<file path="src/design/cbez_pkg.sv">
// shared types, constants and the microprogram for the cubic bezier core
`timescale 1ns / 1ps

package cbez_pkg;

  localparam int COORD_BITS = 24;
  localparam int U_BITS     = 16;
  localparam int NUM_POINTS = 4;
  localparam int IDX_BITS   = 2;
  localparam int STEP_BITS  = 4;
  // lerp datapath widths: difference, product, quotient after the shift
  localparam int DIFF_BITS  = COORD_BITS + 1;
  localparam int PROD_BITS  = DIFF_BITS + U_BITS + 2;
  localparam int Q_BITS     = PROD_BITS - U_BITS;

  localparam logic [U_BITS:0] U_ONE = (U_BITS + 1)'(1) << U_BITS;

  typedef logic signed [COORD_BITS-1:0] coord_t;
  typedef logic [U_BITS:0]              uparam_t;
  typedef logic [IDX_BITS-1:0]          pidx_t;
  typedef logic [STEP_BITS-1:0]         step_t;

  // opcodes of an input word
  typedef enum logic {
    OP_LOAD = 1'b0,
    OP_EVAL = 1'b1
  } opcode_t;

  // control word of the microprogram
  typedef struct packed {
    logic  iss;   // issue one lerp per coordinate lane
    pidx_t sel;   // lerp operands are lv[sel] and lv[sel+1], result to lv[sel]
    logic  emit;  // move lv[0] to the output register, stall until it is free
  } uword_t;

  // control that the sequencer hands to each lane
  typedef struct packed {
    logic  start;
    logic  iss;
    pidx_t sel;
  } lane_ctrl_t;

  // de casteljau program: three levels of lerps, then emit
  // a lerp result is written back only after the lane's stage 2 registers, so bubbles keep each
  // operand read behind the write that produces it
  function automatic uword_t ucode_rom(input step_t step);
    uword_t w;
    w = '{iss: 1'b0, sel: '0, emit: 1'b0};
    unique case (step)
      4'd0: w = '{iss: 1'b1, sel: 2'd0, emit: 1'b0};
      4'd1: w = '{iss: 1'b1, sel: 2'd1, emit: 1'b0};
      4'd2: w = '{iss: 1'b1, sel: 2'd2, emit: 1'b0};
      4'd3: w = '{iss: 1'b1, sel: 2'd0, emit: 1'b0};
      4'd4: w = '{iss: 1'b1, sel: 2'd1, emit: 1'b0};
      4'd5: w = '{iss: 1'b0, sel: 2'd0, emit: 1'b0};
      4'd6: w = '{iss: 1'b1, sel: 2'd0, emit: 1'b0};
      4'd7: w = '{iss: 1'b0, sel: 2'd0, emit: 1'b0};
      default: w = '{iss: 1'b0, sel: 2'd0, emit: 1'b1};
    endcase
    return w;
  endfunction

endpackage

</file>
<file path="src/design/cbez_seq.sv">
// microcode sequencer: step counter, program rom and emit control
`timescale 1ns / 1ps

module cbez_seq (
  input  logic                clk,
  input  logic                rst,
  input  logic                start,
  input  logic                out_free,
  output cbez_pkg::lane_ctrl_t ctrl,
  output logic                emit,
  output logic                busy
);
  import cbez_pkg::*;

  step_t  step;
  uword_t word;

  // current control word
  always_comb begin
    word = ucode_rom(step);
  end

  assign ctrl.start = start;
  assign ctrl.iss   = busy & word.iss;
  assign ctrl.sel   = word.sel;
  assign emit       = busy & word.emit & out_free;

  // step counter; the emit step holds until the output register frees up
  always_ff @(posedge clk) begin
    if (rst) begin
      busy <= 1'b0;
      step <= '0;
    end else if (start) begin
      busy <= 1'b1;
      step <= '0;
    end else if (busy) begin
      if (word.emit) begin
        if (out_free) begin
          busy <= 1'b0;
        end
      end else begin
        step <= step + step_t'(1);
      end
    end
  end

endmodule

</file>
<file path="src/design/cbez_lane.sv">
// one coordinate lane: level registers and a two stage rounding lerp
`timescale 1ns / 1ps

module cbez_lane (
  input  logic                                       clk,
  input  logic                                       rst,
  input  cbez_pkg::lane_ctrl_t                       ctrl,
  input  cbez_pkg::coord_t [cbez_pkg::NUM_POINTS-1:0] pts,
  input  cbez_pkg::uparam_t                          u,
  output cbez_pkg::coord_t                           result
);
  import cbez_pkg::*;

  coord_t [NUM_POINTS-1:0] lv;

  pidx_t                       sel_b;
  logic signed [DIFF_BITS-1:0] diff;
  logic signed [PROD_BITS-1:0] prod;

  logic                        v_r;
  pidx_t                       dst_r;
  coord_t                      a_r;
  logic signed [PROD_BITS-1:0] prod_r;

  logic signed [PROD_BITS-1:0] rnd;
  logic signed [Q_BITS-1:0]    q;
  logic signed [Q_BITS-1:0]    sum;
  coord_t                      sat;

  // stage 1: difference and product
  always_comb begin
    sel_b = ctrl.sel + pidx_t'(1);
    diff  = DIFF_BITS'(lv[sel_b]) - DIFF_BITS'(lv[ctrl.sel]);
    prod  = PROD_BITS'(diff) * $signed(PROD_BITS'({1'b0, u}));
  end

  always_ff @(posedge clk) begin
    if (rst) begin
      v_r <= 1'b0;
    end else begin
      v_r <= ctrl.iss;
    end
  end

  always_ff @(posedge clk) begin
    dst_r  <= ctrl.sel;
    a_r    <= lv[ctrl.sel];
    prod_r <= prod;
  end

  // stage 2: round half up, floor shift, add and saturate
  always_comb begin
    rnd = prod_r + (PROD_BITS'(1) <<< (U_BITS - 1));
    q   = rnd[PROD_BITS-1:U_BITS];
    sum = Q_BITS'(a_r) + q;
    if (sum > Q_BITS'(coord_t'({1'b0, {(COORD_BITS-1){1'b1}}}))) begin
      sat = {1'b0, {(COORD_BITS-1){1'b1}}};
    end else if (sum < Q_BITS'(coord_t'({1'b1, {(COORD_BITS-1){1'b0}}}))) begin
      sat = {1'b1, {(COORD_BITS-1){1'b0}}};
    end else begin
      sat = sum[COORD_BITS-1:0];
    end
  end

  // level registers: loaded at start, written back by stage 2
  always_ff @(posedge clk) begin
    priority if (ctrl.start) begin
      lv <= pts;
    end else if (v_r) begin
      lv[dst_r] <= sat;
    end
  end

  assign result = lv[0];

endmodule

</file>
<file path="src/design/cubic_bezier_point_eval_core.sv">
// top level: control point store, three coordinate lanes and output register
// an accepted evaluate loads the lanes, runs the microprogram, then emits its point to the output register
// in_stall stays high until that emit, so a further evaluate waits (6 lerps through a 2-stage multiply
//   lane per coordinate with two bubbles, run by the microprogram); a load does not stall input
// a finished point waits in the output register; a later evaluate holds input until it emits
// reset clears the sequencer and output valid; control points are undefined
`timescale 1ns / 1ps

module cubic_bezier_point_eval_core (
  input  logic                  clk,
  input  logic                  rst,
  input  logic                  in_valid,
  output logic                  in_stall,
  input  logic                  opcode,
  input  logic [1:0]            point_index,
  input  cbez_pkg::coord_t      point_x,
  input  cbez_pkg::coord_t      point_y,
  input  cbez_pkg::coord_t      point_z,
  input  cbez_pkg::uparam_t     param_u,
  output logic                  out_valid,
  input  logic                  out_stall,
  output cbez_pkg::coord_t      curve_x,
  output cbez_pkg::coord_t      curve_y,
  output cbez_pkg::coord_t      curve_z
);
  import cbez_pkg::*;

  coord_t [NUM_POINTS-1:0] cp_x;
  coord_t [NUM_POINTS-1:0] cp_y;
  coord_t [NUM_POINTS-1:0] cp_z;
  uparam_t                 u_r;

  logic       accept;
  logic       start;
  logic       out_free;
  logic       emit;
  logic       busy;
  lane_ctrl_t ctrl;
  coord_t     res_x;
  coord_t     res_y;
  coord_t     res_z;

  assign in_stall = busy;
  assign accept   = in_valid & ~busy;
  assign start    = accept & (opcode == OP_EVAL);
  assign out_free = ~out_valid | ~out_stall;

  // control point store and clamped curve parameter
  always_ff @(posedge clk) begin
    if (accept && opcode == OP_LOAD) begin
      cp_x[point_index] <= point_x;
      cp_y[point_index] <= point_y;
      cp_z[point_index] <= point_z;
    end
    if (start) begin
      u_r <= (param_u > U_ONE) ? U_ONE : param_u;
    end
  end

  cbez_seq u_seq (
    .clk      (clk),
    .rst      (rst),
    .start    (start),
    .out_free (out_free),
    .ctrl     (ctrl),
    .emit     (emit),
    .busy     (busy)
  );

  cbez_lane u_lane_x (
    .clk    (clk),
    .rst    (rst),
    .ctrl   (ctrl),
    .pts    (cp_x),
    .u      (u_r),
    .result (res_x)
  );

  cbez_lane u_lane_y (
    .clk    (clk),
    .rst    (rst),
    .ctrl   (ctrl),
    .pts    (cp_y),
    .u      (u_r),
    .result (res_y)
  );

  cbez_lane u_lane_z (
    .clk    (clk),
    .rst    (rst),
    .ctrl   (ctrl),
    .pts    (cp_z),
    .u      (u_r),
    .result (res_z)
  );

  // output word register
  always_ff @(posedge clk) begin
    if (rst) begin
      out_valid <= 1'b0;
    end else if (emit) begin
      out_valid <= 1'b1;
    end else if (!out_stall) begin
      out_valid <= 1'b0;
    end
  end

  always_ff @(posedge clk) begin
    if (emit) begin
      curve_x <= res_x;
      curve_y <= res_y;
      curve_z <= res_z;
    end
  end

endmodule
</file>
<file path="config.mk">
export PLATFORM = sky130hd
export DESIGN_NAME = cubic_bezier_point_eval_core
export DESIGN_NICKNAME = d
export VERILOG_FILES = /design/src/design/cbez_pkg.sv /design/src/design/cbez_seq.sv /design/src/design/cbez_lane.sv /design/src/design/cubic_bezier_point_eval_core.sv
export SDC_FILE = /design/constraint.sdc
export NUM_CORES = 2
export LEC_CHECK = 0
export BUFFER_PORTS_ARGS = -buffer_cell sky130_fd_sc_hd__clkbuf_2
export CORE_ASPECT_RATIO = 0.9
export CORE_MARGIN = 5
export CORE_UTILIZATION = 45
export CTS_CLUSTER_DIAMETER = 100
export CTS_CLUSTER_SIZE = 25
export DETAILED_ROUTE_END_ITERATION = 8
export GPL_TIMING_DRIVEN = 0
export SLEW_MARGIN = 20
export SYNTH_ARGS = -nofsm -noshare
export SYNTH_HDL_FRONTEND = slang
export SYNTH_HIERARCHICAL = 1
export SYNTH_SLANG_ARGS = --single-unit
export TNS_END_PERCENT = 100
</file>
<file path="constraint.sdc">
create_clock -name clk -period 23.7 [get_ports clk]
set_input_delay 3.555 -clock clk [delete_from_list [all_inputs] [get_ports clk]]
set_output_delay 3.555 -clock clk [all_outputs]
set_load 0.01 [all_outputs]
</file>
-- After elaboration in Yosys (flattened, before gate mapping)
Memory sizes are Yosys's and may differ from the RTL's. A register that Yosys moved wholly into a read port is not among the register bits.
Cells that the tools add are included.
- add/subtract/negate cells: 11
- $mul: 3
- div/mod/pow operators: 0
- $lt $le $gt $ge: 13
- equal/unequal tests: 1
- shifts and indexed selects: 0
- multiplexer cells: 43
- bitwise logic cells: 11
- reductions and logical operators: 6
- operators by type and width (kind ; number):
    bitwise mux 96 bit ; 6
    2-to-1 mux 96 bit ; 6
    2-to-1 mux 24 bit ; 14
    binary-select mux 24 bit (select 2 bit) ; 6
    adder 43 x 17 -> 43 bit, second input constant ; 3
    multiplier 25 x 18 -> 43 bit ; 3
    demux 24 bit (select 2 bit) ; 2
    adder 24 x 27 -> 27 bit ; 3
    greater-than comparator 27 x 24 -> 1 bit, second input constant ; 3
    < comparator 27 x 24 -> 1 bit, second input constant ; 3
    subtractor 24 x 24 -> 25 bit ; 3
    greater-than comparator 17 bit, second input constant ; 1
    < comparator 2 x 3 -> 1 bit, second input constant ; 4
    2-to-1 mux 1 bit ; 6
    2-to-1 mux 3 bit ; 2
    bitwise AND 1 bit ; 5
    inverter 1 bit ; 5
    adder 4 x 1 -> 4 bit, second input constant ; 1
    >= comparator 2 x 1 -> 1 bit, second input constant ; 2
    2-to-1 mux 4 bit ; 1
    logical AND 1 bit ; 3
    adder 2 x 1 -> 2 bit, second input constant ; 1
    != test 2 x 1 -> 1 bit, second input constant ; 1
    AND reduction 2 bit ; 1
    3 further kinds ; 3
- register bits after elaboration: 875
- latch bits: 0
- RAM bits: 0
- bits in read-only memories: 24
- output and inout port bits: 74
- memories: 1
- memory list (memory ; depth ; bits a word ; read ports ; clocked after Yosys merged registers in ; write ports ; line ; source):
    (name not given) ; 8 ; 3 ; 1 ; 1 ; 0 ; cbez_pkg.sv:49 ; unique case (step)

-- Logic depth before layout (Yosys ltp)
- depth after elaboration: 8
- depth in mapped cells: 41
- gate-level depth less buffers: 38

-- Cells and area by module
Netlist, hierarchy kept.
- by module, submodules not included (module ; instances ; cells each ; area each (um2) ; sequential area each (um2)):
    cbez_lane at u_lane_y ; 1 ; 2827 ; 25099.1 ; 3983.8
    cbez_lane at u_lane_x ; 1 ; 2762 ; 25040.3 ; 3983.8
    cbez_lane at u_lane_z ; 1 ; 2590 ; 24598.6 ; 3983.8
    cubic_bezier_point_eval_core ; 1 ; 412 ; 11603.6 ; 11340.9
    cbez_seq ; 1 ; 44 ; 442.9 ; 160.2

-- Least setup slack after synthesis
Ideal clock, no wire load.
- path kind: register to register
- from: reg u_seq.step[3]
- to: reg u_lane_x.prod_r[41]
- arrival time: 9.884 ns
- required time: 23.628 ns
- slack: 13.744 ns
- stages on the path, launching flop included: 35
- period minus slack after synthesis: 9.956 ns
- cells stage by stage: dfxtp_1 -> and2b_1 -> clkbuf_1 -> buf_1 -> clkbuf_1 -> mux4_2 -> ha_1 -> fa_1 -> nor2b_1 -> o21ai_1 -> a21boi_1 -> o31ai_1 -> a21oi_1 -> o21ai_1 -> a31oi_1 -> a2111oi_0 -> mux2_2 -> clkbuf_1 -> and2_1 -> fa_1 -> fa_1 -> fa_1 -> fa_1 -> fa_1 -> inv_1 -> fa_1 -> inv_1 -> ha_1 -> and3_1 -> and3_1 -> nor2b_1 -> o31ai_1 -> o21ai_1 -> o41ai_1 -> xnor2_1
- RTL lines (item ; line ; source):
    from (decl) ; cbez_seq.sv:15 ; step_t step;
    from (signal assigned) ; cbez_seq.sv:42 ; step <= step + step_t'(1);
    to (signal assigned) ; cbez_lane.sv:48 ; prod_r <= prod;
    to (decl) ; cbez_lane.sv:23 ; logic signed [PROD_BITS-1:0] prod_r;

==> reports/metrics.cfg <==
[timing]
hold_viol=0
fin_setup_tns_ps=0
finalMaxSlewViolations=0
setup_viol=0
whs_ps=525
fin_crit_sh_pct=57.5
worstMarginPinSlew_ps=1160
maxSlewHeadroom_pct=22.1
rsz0062_at_grt=false
min_period_ps=13620
finClkSkew_ps=59.2
clock.fmax_mhz=73.4

[placement]
port_buffers=169
dpl.hpwl_um=224000
placed_area_um2=92000
gp_congestion=0.935

[yosys]
ys.flop_type=edfxtp_1
synth.area.top_cells=fa_1, edfxtp_1, inv_1
yosysTopAreaCell=fa_1
synth_top_area_share_pct=28.8
synth-edff-count=665
async_reset_ff_share_pct=0
syn_avg_cell_area_um2=10.1
ys_types=116
yosys_warnings=6
yosysSeqAreaShare_pct=27.0
synth_fp_nets=10400
syn_area_um2=86800
syn_inst=8635
synthTopCellsByCount=inv_1, fa_1, nand2_1
yosysMostFrequentCell=inv_1
synth_seq_cells=839

[global_routing]
grt_start_max_net_pins=42
antenna_found_initial=27
grt_pass1_vias=65000
grtUsageTotal_pct=27.1
grt_pass1_wl_um=413000
grt.overflow.total=0

[finish]
drive_gt1_share_pct=7.06
finish.utilization_pct=48.6
fillers=18000
synthToLayoutAreaGrowth_pct=7.93
fin_area_um2=93700
nets=10700

[clock_network]
cts_buffer_depth=3
ctsResizeCount=0
root_buffer=clkbuf_16
clk_pin_slew_ps=100
cts_tree=done
cts_setup_buffers=0
cts_max_level=2
clkLatencyLatePin_ps=690
cts_buffers=46
cts_sinks=839
cts_hold_buffers=0

[critical_path]
crit_path_end=u_lane_y/prod_r[37]
crit_start=u_seq/step[3]
arrival_ps=14210
slowest_stage=o31ai_1
crit_type=flip-flop to flip-flop
critPathMaxFanout=10
slowest_delay_ps=930
worstSetupStartpointType=flip-flop
reg2reg_from=u_seq/step[3]
cpMostUsedCell=fa_1
setup.worst_path.end_class=flip-flop
critPathRequiredTime_ps=24290
timing.rr.end=u_lane_y/prod_r[37]
timing.reg2reg.worst_path_depth=35
rrSetupSlack_ps=10080

[die]
core.rowCount=153
die_area_um2=202000
die_h_um=427
die_w_um=473
initial_core_util_pct=45.1
ioPinCount=170
core_area_um2=193000

[route]
routedWlPerCell_um=23.6
drc_errors=0
vias_per_cell=5.47
drt-total-wl_um=272000
ant_nets=0
drtIter0Drc=5849
drtPass1Iterations=6
num_vias=63000

[worst_hold_path]
hold_start=cp_y[85]
hold_class=flip-flop to flip-flop

[outcome]
outcome=complete, no violations

[job]
cap_violations=0

[worst min-delay path by stage]
stage | to | slack (ps) | cells past startpoint
after floorplan | u_lane_z/lv[95] | 490 | 2
after global placement | out_valid | 490 | 2
after detailed placement | u_lane_z/result[23] | 510 | 2
after CTS | u_lane_y/lv[80] | 530 | 2
after global routing | u_lane_y/result[2] | 550 | 2
final | u_lane_y/lv[85] | 520 | 2
[metal layers]
layer | part of all wire [%] | global-route usage [%] | vias to the layer above
li1 | - | - | 28100
met1 | 43 | 38.4 | 31800
met2 | 45 | 42.8 | 2672
met3 | 7.7 | 4.07 | 416
met4 | 4.0 | 9.25 | 0
met5 | 0 | 0 | -
[final cells by class]
class / count / area (um2) / share of cell area, %
buffer: 445 / 2080 / 2.23
multi-input combinational: 5795 / 55600 / 59.4
clock buffer: 68 / 1290 / 1.37
tap: 2557 / 3200 / 3.42
inverter: 1556 / 5840 / 6.24
clock inverter: 16 / 287 / 0.306
antenna: 14 / 35.0 / 0.0374
sequential: 839 / 23500 / 25.0
timing repair buffer: 225 / 1830 / 1.96
[worst max-delay path, delay by kind of cell (launching register included)]
kind | cells | cell delay [ps]
XOR/XNOR | 1 | 640
flip-flops | 1 | 400
AND/OR/NAND/NOR | 5 | 1400
buffers and inverters | 8 | 3040
multiplexers | 1 | 360
adder cells (fa/ha/maj) | 9 | 4180
AO/OA/AOI/OAI | 11 | 3460
[cell usage in the layout, fill, tap and decap left out, types with 117 or more instances in the layout]
cell type,synthesis,routed
nand2_1,1183,1183
o21ai_0,183,183
dfxtp_1,174,174
clkbuf_2,3,172
inv_1,1556,1556
edfxtp_1,665,665
xnor2_1,207,190
clkbuf_1,287,306
fa_1,1248,1248
nor2_1,233,231
a21oi_1,350,350
ha_1,457,457
and2_1,479,479
nor2b_1,117,117
[logic make-up (layout without fill, tap and decap cells)]
logic type               Yosys count  after routing  share of synthesized area, %
buffers and inverters           2001           2310                          9.13
AO/OA/AOI/OAI                   1195           1195                          8.97
flip-flops                       839            839                          27.0
AND/OR/NAND/NOR                 2391           2391                          13.3
other                              0             14                             0
adder cells (fa/ha/maj)         1705           1705                          35.4
multiplexers                     197            197                          3.10
XOR/XNOR                         307            307                          3.13
[through the flow]
stage	cells	worst slack (ps)
after CTS	11500	10170
after global placement	11400	7110
after floorplan	8635	13740
after global routing	11500	9640
final	11500	10080
after detailed placement	11400	10230
[registers in the layout, summed over array words and instances (netlist names), 28 cells and up, named ones only]
register and flops:
u_lane_x/lv 72, cp_x 96, cp_z 96, u_lane_y/prod_r 28
u_lane_x/prod_r 28, u_lane_z/lv 72, u_lane_z/prod_r 28, u_lane_y/lv 72
cp_y 96
Power is left out: the tool's default activity adds up to more than one toggle a clock period on the data nets, which glitch-free logic cannot reach.
